`src/pedal_plausibility_fault_monitor_assert.svh`:
```
// Assertion macros shared by the pedal plausibility monitor RTL.
`ifndef PEDAL_PLAUSIBILITY_FAULT_MONITOR_ASSERT_SVH
`define PEDAL_PLAUSIBILITY_FAULT_MONITOR_ASSERT_SVH

`ifndef SYNTH
// Clocked assertion that is switched off while reset is asserted.
`define PPFM_ASSERT(lbl, clock, rstn, prop) \
	lbl: assert property (@(posedge clock) disable iff (!rstn) prop) \
		else $error("%m: assertion failed");
// Clocked assertion that is also checked during reset.
`define PPFM_ASSERT_ALWAYS(lbl, clock, prop) \
	lbl: assert property (@(posedge clock) prop) \
		else $error("%m: assertion failed");
`else
`define PPFM_ASSERT(lbl, clock, rstn, prop)
`define PPFM_ASSERT_ALWAYS(lbl, clock, prop)
`endif

`endif

```
`src/pdlpl_pkg.sv`:
```
// Types, register indexes and constants of the pedal plausibility monitor.
package pdlpl_pkg;

	localparam int unsigned SAMPLE_W   = 10;
	localparam int unsigned CFG_IDX_W  = 3;
	localparam int unsigned FAULT_W    = 5;
	localparam int unsigned SHUTDOWN_CODES = 10;
	localparam int unsigned NUM_FLAGS  = 6;

	localparam logic [FAULT_W-1:0] ALL_OK_CODE = 5'd16;

	localparam logic [CFG_IDX_W-1:0] CFG_MAX_DEVIATION          = 3'd0;
	localparam logic [CFG_IDX_W-1:0] CFG_RANGE_MAX              = 3'd1;
	localparam logic [CFG_IDX_W-1:0] CFG_RANGE_MIN              = 3'd2;
	localparam logic [CFG_IDX_W-1:0] CFG_BRAKE_ON_LEVEL         = 3'd3;
	localparam logic [CFG_IDX_W-1:0] CFG_THROTTLE_QUARTER_LEVEL = 3'd4;
	localparam logic [CFG_IDX_W-1:0] CFG_THROTTLE_FIVE_OFFSET   = 3'd5;

	localparam logic [SAMPLE_W-1:0] RST_MAX_DEVIATION          = 10'd102;
	localparam logic [SAMPLE_W-1:0] RST_RANGE_MAX              = 10'd1000;
	localparam logic [SAMPLE_W-1:0] RST_RANGE_MIN              = 10'd20;
	localparam logic [SAMPLE_W-1:0] RST_BRAKE_ON_LEVEL         = 10'd200;
	localparam logic [SAMPLE_W-1:0] RST_THROTTLE_QUARTER_LEVEL = 10'd256;
	localparam logic [SAMPLE_W-1:0] RST_THROTTLE_FIVE_OFFSET   = 10'd51;

	typedef struct packed {
		logic [SAMPLE_W-1:0] throttle_one;
		logic [SAMPLE_W-1:0] throttle_two;
		logic [SAMPLE_W-1:0] brake_level;
		logic [SAMPLE_W-1:0] shutdown_bits;
	} sample_t;

	typedef struct packed {
		logic               agree_ok;
		logic               throttle_one_range_ok;
		logic               throttle_two_range_ok;
		logic               brake_range_ok;
		logic               brake_throttle_ok;
		logic               reactivate_ok;
		logic               pedal_ok;
		logic [FAULT_W-1:0] first_fault;
	} result_t;

	typedef struct packed {
		logic [SAMPLE_W-1:0] max_deviation;
		logic [SAMPLE_W-1:0] range_max;
		logic [SAMPLE_W-1:0] range_min;
		logic [SAMPLE_W-1:0] brake_on_level;
		logic [SAMPLE_W-1:0] throttle_quarter_level;
		logic [SAMPLE_W-1:0] throttle_five_offset;
	} cfg_t;

endpackage

```
`src/pdlpl_cfg_regs.sv`:
```
// Configuration register file of the pedal plausibility monitor.
module pdlpl_cfg_regs (
	input  logic                            clk,
	input  logic                            arst_n,
	input  logic                            wr_en,
	input  logic [pdlpl_pkg::CFG_IDX_W-1:0] wr_index,
	input  logic [pdlpl_pkg::SAMPLE_W-1:0]  wr_data,
	output pdlpl_pkg::cfg_t                 cfg
);

	pdlpl_pkg::cfg_t cfg_q;

	always_ff @(posedge clk or negedge arst_n) begin
		if (!arst_n) begin
			cfg_q.max_deviation          <= pdlpl_pkg::RST_MAX_DEVIATION;
			cfg_q.range_max              <= pdlpl_pkg::RST_RANGE_MAX;
			cfg_q.range_min              <= pdlpl_pkg::RST_RANGE_MIN;
			cfg_q.brake_on_level         <= pdlpl_pkg::RST_BRAKE_ON_LEVEL;
			cfg_q.throttle_quarter_level <= pdlpl_pkg::RST_THROTTLE_QUARTER_LEVEL;
			cfg_q.throttle_five_offset   <= pdlpl_pkg::RST_THROTTLE_FIVE_OFFSET;
		end else if (wr_en) begin
			case (wr_index)
				pdlpl_pkg::CFG_MAX_DEVIATION:          cfg_q.max_deviation <= wr_data;
				pdlpl_pkg::CFG_RANGE_MAX:              cfg_q.range_max <= wr_data;
				pdlpl_pkg::CFG_RANGE_MIN:              cfg_q.range_min <= wr_data;
				pdlpl_pkg::CFG_BRAKE_ON_LEVEL:         cfg_q.brake_on_level <= wr_data;
				pdlpl_pkg::CFG_THROTTLE_QUARTER_LEVEL: cfg_q.throttle_quarter_level <= wr_data;
				pdlpl_pkg::CFG_THROTTLE_FIVE_OFFSET:   cfg_q.throttle_five_offset <= wr_data;
				default: begin
					// Writes to unused indexes are dropped.
				end
			endcase
		end
	end

	assign cfg = cfg_q;

endmodule

```
`src/pdlpl_eval.sv`:
```
// Plausibility checks, reactivation latch and fault priority encoder.
module pdlpl_eval (
	input  logic               clk,
	input  logic               arst_n,
	input  logic               en,
	input  pdlpl_pkg::sample_t sample,
	input  pdlpl_pkg::cfg_t    cfg,
	output pdlpl_pkg::result_t result
);

	logic                            latch_q;
	logic                            latch_d;
	logic                            latch_mid;
	logic [pdlpl_pkg::SAMPLE_W-1:0]  diff;
	logic [pdlpl_pkg::SAMPLE_W:0]    level;
	logic [pdlpl_pkg::SAMPLE_W:0]    t1_ext;
	logic                            conflict;
	logic                            react;
	logic [pdlpl_pkg::NUM_FLAGS-1:0] flags;
	logic [pdlpl_pkg::FAULT_W-1:0]   fault;

	always_comb begin
		if (sample.throttle_one > sample.throttle_two) begin
			diff = sample.throttle_one - sample.throttle_two;
		end else begin
			diff = sample.throttle_two - sample.throttle_one;
		end

		flags[0] = (diff <= cfg.max_deviation);
		flags[1] = (sample.throttle_one <= cfg.range_max) &&
			(sample.throttle_one >= cfg.range_min);
		flags[2] = (sample.throttle_two <= cfg.range_max) &&
			(sample.throttle_two >= cfg.range_min);
		flags[3] = (sample.brake_level <= cfg.range_max) &&
			(sample.brake_level >= cfg.range_min);

		conflict = (sample.brake_level > cfg.brake_on_level) &&
			(sample.throttle_one > cfg.throttle_quarter_level);
		flags[4] = !conflict;
		latch_mid = conflict ? 1'b0 : latch_q;

		// The reactivation level is an 11-bit sum and never wraps.
		level  = {1'b0, cfg.range_min} + {1'b0, cfg.throttle_five_offset};
		t1_ext = {1'b0, sample.throttle_one};
		if (t1_ext < level) begin
			latch_d = 1'b1;
			react   = 1'b1;
		end else if ((t1_ext > level) && !latch_mid) begin
			latch_d = latch_mid;
			react   = 1'b0;
		end else begin
			latch_d = latch_mid;
			react   = 1'b1;
		end
		flags[5] = react & flags[4];

		// Lowest failing code wins: shutdown bits first, then the pedal flags.
		fault = pdlpl_pkg::ALL_OK_CODE;
		for (int i = pdlpl_pkg::NUM_FLAGS - 1; i >= 0; i--) begin
			if (!flags[i]) begin
				fault = pdlpl_pkg::FAULT_W'(pdlpl_pkg::SHUTDOWN_CODES + i);
			end
		end
		for (int i = pdlpl_pkg::SHUTDOWN_CODES - 1; i >= 0; i--) begin
			if (!sample.shutdown_bits[i]) begin
				fault = pdlpl_pkg::FAULT_W'(i);
			end
		end
	end

	always_ff @(posedge clk or negedge arst_n) begin
		if (!arst_n) begin
			latch_q <= 1'b1;
		end else if (en) begin
			latch_q <= latch_d;
		end
	end

	assign result.agree_ok              = flags[0];
	assign result.throttle_one_range_ok = flags[1];
	assign result.throttle_two_range_ok = flags[2];
	assign result.brake_range_ok        = flags[3];
	assign result.brake_throttle_ok     = flags[4];
	assign result.reactivate_ok         = flags[5];
	assign result.pedal_ok              = &flags;
	assign result.first_fault           = fault;

endmodule

```
`src/pedal_plausibility_fault_monitor.sv`:
```
// Pedal plausibility and shutdown-loop fault monitor, top level.
//
// Sample channel: sample_valid / sample_stall carry one sample set per
// transaction (two throttle readings, brake reading, ten shutdown bits).
// Result channel: result_valid / result_stall carry the six pass flags, the
// overall pedal pass and the first failing code (16 when all is well).
// Configuration: cfg_valid / cfg_ready write cfg_data into register
// cfg_index; cfg_ready is always high and unknown indexes are ignored.
// An accepted sample goes to the input register, its result to the result
// register. Throughput is one sample per cycle unless the receiver stalls:
// the input register and the result register form a two-deep pipeline,
// and the checks plus the reactivation latch update sit in one short stage
// between them. When the receiver stalls, the result holds and one more
// sample is taken into the input register; sample_stall rises only when both
// are full. Reset clears both valid bits, loads the register defaults and
// sets the reactivation latch, so throttle may drive right after reset.
module pedal_plausibility_fault_monitor (
	input  logic                            clk,
	input  logic                            arst_n,
	input  logic                            sample_valid,
	output logic                            sample_stall,
	input  pdlpl_pkg::sample_t              sample,
	output logic                            result_valid,
	input  logic                            result_stall,
	output pdlpl_pkg::result_t              result,
	input  logic                            cfg_valid,
	output logic                            cfg_ready,
	input  logic [pdlpl_pkg::CFG_IDX_W-1:0] cfg_index,
	input  logic [pdlpl_pkg::SAMPLE_W-1:0]  cfg_data
);

	`include "pedal_plausibility_fault_monitor_assert.svh"

	pdlpl_pkg::cfg_t    cfg;
	pdlpl_pkg::sample_t sample_s1;
	pdlpl_pkg::result_t result_d;
	pdlpl_pkg::result_t result_s2;
	logic               valid_s1;
	logic               valid_s2;
	logic               advance;
	logic               accept;

	assign cfg_ready = 1'b1;

	pdlpl_cfg_regs u_cfg (
		.clk      (clk),
		.arst_n   (arst_n),
		.wr_en    (cfg_valid & cfg_ready),
		.wr_index (cfg_index),
		.wr_data  (cfg_data),
		.cfg      (cfg)
	);

	// The stage moves forward whenever the result register is free or drains.
	assign advance      = valid_s1 && (!valid_s2 || !result_stall);
	assign sample_stall = valid_s1 && !advance;
	assign accept       = sample_valid && !sample_stall;

	always_ff @(posedge clk or negedge arst_n) begin
		if (!arst_n) begin
			valid_s1 <= 1'b0;
			valid_s2 <= 1'b0;
		end else begin
			valid_s1 <= accept | (valid_s1 & ~advance);
			valid_s2 <= advance | (valid_s2 & result_stall);
		end
	end

	always_ff @(posedge clk) begin
		if (accept) begin
			sample_s1 <= sample;
		end
		if (advance) begin
			result_s2 <= result_d;
		end
	end

	pdlpl_eval u_eval (
		.clk    (clk),
		.arst_n (arst_n),
		.en     (advance),
		.sample (sample_s1),
		.cfg    (cfg),
		.result (result_d)
	);

	assign result_valid = valid_s2;
	assign result       = result_s2;

	// A sample waiting in the input register is neither dropped nor altered.
	`PPFM_ASSERT(a_s1_held, clk, arst_n, (valid_s1 && !advance) |=> (valid_s1 && $stable(sample_s1)))
	// A clean code means every pedal flag passed.
	`PPFM_ASSERT(a_all_ok_pedal, clk, arst_n, (valid_s2 && (result_s2.first_fault == pdlpl_pkg::ALL_OK_CODE)) |-> result_s2.pedal_ok)
	// A pedal fault code means the pedal pass is low.
	`PPFM_ASSERT(a_pedal_code, clk, arst_n, (valid_s2 && (result_s2.first_fault >= pdlpl_pkg::FAULT_W'(pdlpl_pkg::SHUTDOWN_CODES)) && (result_s2.first_fault < pdlpl_pkg::ALL_OK_CODE)) |-> !result_s2.pedal_ok)
	// Reactivation can only pass when brake and throttle do not conflict.
	`PPFM_ASSERT(a_react_needs_bt, clk, arst_n, (valid_s2 && result_s2.reactivate_ok) |-> result_s2.brake_throttle_ok)
	// Right after reset is seen low, neither result_valid nor sample_stall is high.
	`PPFM_ASSERT_ALWAYS(a_reset_idle, clk, !arst_n |=> (!result_valid && !sample_stall))

endmodule
```
`config.mk`:
```
export PLATFORM = sky130hd
export DESIGN_NAME = pedal_plausibility_fault_monitor
export DESIGN_NICKNAME = d
export VERILOG_FILES = /design/src/pdlpl_pkg.sv /design/src/pdlpl_cfg_regs.sv /design/src/pdlpl_eval.sv /design/src/pedal_plausibility_fault_monitor.sv
export VERILOG_INCLUDE_DIRS = /design/src /design/src/src
export SDC_FILE = /design/constraint.sdc
export NUM_CORES = 1
export LEC_CHECK = 0
export BUFFER_PORTS_ARGS = -buffer_cell sky130_fd_sc_hd__buf_2
export CAP_MARGIN = 20
export CORE_MARGIN = 8
export CORE_UTILIZATION = 45
export CTS_CLUSTER_SIZE = 28
export DETAILED_ROUTE_END_ITERATION = 8
export PLACE_DENSITY = 0.63
export RECOVER_POWER = 100
export SYNTH_ARGS = -nofsm -noshare
export SYNTH_HDL_FRONTEND = slang
export SYNTH_SLANG_ARGS = --single-unit
```
`constraint.sdc`:
```
create_clock -name clk -period 6.4 [get_ports clk]
set_input_delay 0.32 -clock clk [delete_from_list [all_inputs] [get_ports clk]]
set_output_delay 0.32 -clock clk [all_outputs]
set_load 0.01 [all_outputs]
```
==> tab_implementation.tex <==
\begin{tabular}{lr}
\hline
Metric & Value \\
\hline
\multicolumn{2}{l}{\textbf{Cells and area}} \\
\quad Final core area utilization & 0.5241 \\
\quad Number of standard cells in the layout, taps in and fillers out & 1077 \\
\quad Final net count & 1029 \\
\quad Commonest non-fill, non-tap cells in the layout & sky130\_fd\_sc\_hd\_\_ha\_1 (129), sky130\_fd\_sc\_hd\_\_inv\_1 (86), sky130\_fd\_sc\_hd\_\_o21ai\_0 (64), sky130\_fd\_sc\_hd\_\_nand2\_1 (61), sky130\_fd\_sc\_hd\_\_buf\_2 (53) \\
\quad Diode insertion count for antenna repair & 0 \\
\quad Relative area change from synthesis to final layout & 15.13\% \\
\quad Commonest non-fill, non-tap cell in the layout & sky130\_fd\_sc\_hd\_\_ha\_1 \\
\quad Share of layout cells above drive strength 1 & 0.1643 \\
\multicolumn{2}{l}{\textbf{Critical path}} \\
\quad Internal reg-to-reg setup slack & 1210 ps \\
\quad Critical path launch point & sample\_s1[30]\$\_DFFE\_PP\_ \\
\quad Cell count of the worst reg-to-reg path & 18 \\
\quad CP max FO & 7 \\
\quad CP endpoint & result[2]\$\_SDFFCE\_PN0P\_ \\
\quad Origin of the critical flop-to-flop path & sample\_s1[30]\$\_DFFE\_PP\_ \\
\quad Delay of the slowest critical-path stage & 420 ps \\
\quad CP bufs+invs & 2 \\
\quad Data arrival at the endpoint of the critical path & 5460 ps \\
\quad Kind of cell adding the most delay to the critical path & compound AO/OA/AOI/OAI gates \\
\quad Kind of capture point of the worst setup path & flop \\
\quad Worst EP required & 6670 ps \\
\quad FF-to-FF End & result[2]\$\_SDFFCE\_PN0P\_ \\
\quad Highest-delay cell along the critical path & sky130\_fd\_sc\_hd\_\_a211oi\_1 \\
\quad Total stage count of the critical path & 18 \\
\quad Crit start category & flop \\
\quad Critical path class & reg -> reg \\
\quad Critical-path cell list & inv\_1 > ha\_1 > inv\_1 > fa\_1 > a211oi\_1 > o21a\_1 > o21ai\_0 > nand2\_1 > mux2i\_1 > xor2\_1 > ha\_1 > a21o\_1 > a21o\_1 > a221o\_1 > a221o\_1 > a211o\_1 > or3\_1 > o22ai\_2 \\
\multicolumn{2}{l}{\textbf{Power and ir drop}} \\
\quad Gate power share & 0.325 \\
\quad Maximum resistive drop on vdd & 0.0002049 V \\
\quad Proportion of power drawn by flip-flops and latches & 0.338 \\
\quad Power per Cell Area & 325.7 nW/um\^{}2 \\
\quad Fraction of power consumed by the clock network & 0.337 \\
\quad Leakage power summed over all cells & 4.056 nW \\
\quad Sw power & 983.2 uW \\
\quad Internal cell power & 1.938 mW \\
\quad Switching share of power & 0.3365 \\
\multicolumn{2}{l}{\textbf{Routing}} \\
\quad Vias post-DR & 5990 \\
\quad Number of DRC markers after the initial detailed-route iteration & 321 \\
\quad Routed WL & 20.34 mm \\
\quad Avg WL per Cell & 18.89 um \\
\quad Drc violations & 0 \\
\quad Number of detailed-route iterations in the first pass & 5 \\
\quad Vias per cell & 5.562 \\
\quad Count of antenna-violating nets left after detailed routing & 0 \\
\multicolumn{2}{l}{\textbf{GRT}} \\
\quad GRT Max-Usage Layer & met2 \\
\quad Via count of the first global-routing pass & 5899 \\
\quad First-pass GRT wire length & 32.51 mm \\
\quad Antenna violations before repair & 0 \\
\quad Met3 Resource Use GR & 0.03883 \\
\quad Overflow left after global routing & 0 \\
\quad GRT met2 Usage & 0.3110 \\
\quad Tot GR Track Use & 0.1940 \\
\quad Met1 usage & 0.2551 \\
\quad Pin count of the biggest net entering global routing & 64 \\
\multicolumn{2}{l}{\textbf{Synthesis}} \\
\quad Number of enable flip-flop cells after synthesis & 52 \\
\quad Yosys top cell by area & sky130\_fd\_sc\_hd\_\_ha\_1 \\
\quad Synthesized instance count & 757 \\
\quad Number of unique standard cell types used by synthesis & 62 \\
\quad Syn avg cell area & 10.29 sq um \\
\quad Net count of the mapped netlist & 947 \\
\quad Flip-flop and latch count after synthesis & 115 \\
\quad Sequential cell area fraction in the yosys report & 0.4061 \\
\quad Post-synthesis async set-or-reset flop share & 0.5478 \\
\quad Cell types occupying the most area after synthesis & sky130\_fd\_sc\_hd\_\_ha\_1 (21\%), sky130\_fd\_sc\_hd\_\_edfxtp\_1 (20\%), sky130\_fd\_sc\_hd\_\_dfrtp\_1 (13\%) \\
\quad Yosys top cell area share & 0.2071 \\
\quad Commonest register cell after synthesis & sky130\_fd\_sc\_hd\_\_edfxtp\_1 \\
\quad Synthesized area & 7792 sq um \\
\quad Total number of yosys warnings & 0 \\
\multicolumn{2}{l}{\textbf{Clock network}} \\
\quad Htree depth & 4 \\
\quad Post-CTS sizing & 0 \\
\quad Buffer count from post-CTS setup fixing & 0 \\
\quad Number of sinks handled by clock tree synthesis & 115 \\
\quad CTS clock-pin slew for the worst setup and hold paths & 60 ps \\
\quad CTS tree & yes \\
\quad Post-CTS Hold Fix Bufs & 0 \\
\quad CTS root buffer & sky130\_fd\_sc\_hd\_\_clkbuf\_16 \\
\quad Total CTS buffers & 17 \\
\quad Maximum clock insertion buffer count & 2 \\
\quad Insertion delay of the later-clocked pin in the worst-skew pair & 430 ps \\
\multicolumn{2}{l}{\textbf{Floorplanning}} \\
\quad Effective utilization at floorplan & 0.4553 \\
\quad Die Outline Area & 21780 sq um \\
\quad IO Pins & 73 \\
\quad Core region area & 17120 sq um \\
\quad Die width & 147.6 um \\
\quad Vertical die dimension & 147.6 um \\
\quad Number of placement rows & 48 \\
\multicolumn{2}{l}{\textbf{STA}} \\
\quad Least-Margin Pin Slew & 3634 ps \\
\quad Slew Limit Fails & 125 \\
\quad Hold WS & 67.52 ps \\
\quad Number of setup violations in the final report & 0 \\
\quad Post-Route Setup TNS & 0 ps \\
\quad Maximum clock rate & 192.6 MHz \\
\quad Crit share post-route & 0.8112 \\
\quad Max transition margin & -1.422 \\
\quad Layout Skew & 8.915 ps \\
\quad Unrepaired setup endpoints after global routing & no \\
\quad Slack of the critical path & 1208 ps \\
\quad Final hold vios & 0 \\
\quad Final period demand of the worst path & 5192 ps \\
\multicolumn{2}{l}{\textbf{Place}} \\
\quad Worst-case setup slack after placement & 1363 ps \\
\quad Count of port buffers added during placement & 71 \\
\quad GPL Wtd Cong & 0.9135 \\
\quad Number of placed instances, taps included & 1044 \\
\quad Post-detail-place hpwl & 15.48 mm \\
\multicolumn{2}{l}{\textbf{Outcome}} \\
\quad Violations in the final reports & capacitance limit, slew limit \\
\quad Status & finished, violations left \\
\multicolumn{2}{l}{\textbf{Min path}} \\
\quad Worst min path class & in -> reg \\
\multicolumn{2}{l}{\textbf{Run}} \\
\quad Max-cap violation count & 3 \\
\hline
\end{tabular}
[how the worst min path moves through the flow]
stage / start / to / slack [ps] / depth (start not counted)
finish: sample[1] / sample_s1[1]$_DFFE_PP_ / 70 / 1
CTS: sample[3] / sample_s1[3]$_DFFE_PP_ / 50 / 1
floorplan: arst_n / result_valid$_DFF_PN0_ / 20 / 0
global route: sample[0] / sample_s1[0]$_DFFE_PP_ / 50 / 1
detailed placement: valid_s1$_DFF_PN0_ / result_valid$_DFF_PN0_ / 480 / 1
global placement: valid_s1$_DFF_PN0_ / result_valid$_DFF_PN0_ / 470 / 1
[Yosys cell counts (8+ instances only)]
cell type	count
sky130_fd_sc_hd__ha_1	129
sky130_fd_sc_hd__a21oi_1	46
sky130_fd_sc_hd__nor2b_1	10
sky130_fd_sc_hd__inv_1	85
sky130_fd_sc_hd__nand3_1	16
sky130_fd_sc_hd__nor3_1	12
sky130_fd_sc_hd__nand4_1	16
sky130_fd_sc_hd__xnor2_1	8
sky130_fd_sc_hd__edfxtp_1	52
sky130_fd_sc_hd__nand2_1	61
sky130_fd_sc_hd__clkbuf_1	8
sky130_fd_sc_hd__o21ai_0	63
sky130_fd_sc_hd__dfstp_2	21
sky130_fd_sc_hd__mux2_2	25
sky130_fd_sc_hd__dfrtp_1	42
sky130_fd_sc_hd__a21o_1	21
sky130_fd_sc_hd__a211oi_1	8
sky130_fd_sc_hd__o21a_1	11
sky130_fd_sc_hd__nor2_1	18
[state kept, by name, indices dropped and copies added (netlist names)]
name            flops
result             12
result_valid        1
sample_s1          40
u_cfg.cfg          60
u_eval.latch_q      1
valid_s1            1
[final cells by class]
type	count	area, sq um
Fill cell	1541	8145
Multi-Input combinational cell	544	4250
Sequential cell	115	3164
Clock buffer	17	425.4
Timing Repair Buffer	75	347.8
Inverter	86	322.8
Tap cell	225	281.5
Clock inverter	15	178.9
[power by group through the flow]
stage / clock [mW] / combinational (mW) / sequential [mW]
after floorplan: 0 / 0.685 / 0.981
after global placement: 0 / 0.933 / 0.997
after detailed placement: 0 / 0.942 / 1.00
after CTS: 0.992 / 0.950 / 0.987
after global routing: 1.02 / 1.09 / 1.00
final: 0.984 / 0.950 / 0.988
[cell families after synthesis]
kind of cell / after synthesis / share of synthesized area
DFF: 115 / 0.4061
buffers and inverters: 98 / 0.04849
xor gates and xnor gates: 13 / 0.01461
muxes: 29 / 0.04127
AOI/OAI and AO/OA: 191 / 0.1545
adders and majority gates: 132 / 0.2148
and+or+nand+nor: 178 / 0.1198
other: 1 / 0.0004812
[stage by stage]
step | total power, mW | area (sq um)
finish | 2.921 | 8971
global route | 3.116 | 8971
CTS | 2.929 | 9022
detailed placement | 1.942 | 8418
global placement | 1.930 | 8418
floorplan | 1.666 | 7792
[per-layer routing]
layer	share of wire	vias to the layer above
li1	-	2939
met5	0	-
met2	0.47	174
met1	0.46	2832
met4	0.027	0
met3	0.042	45
(Power assumes the default switching activity.)
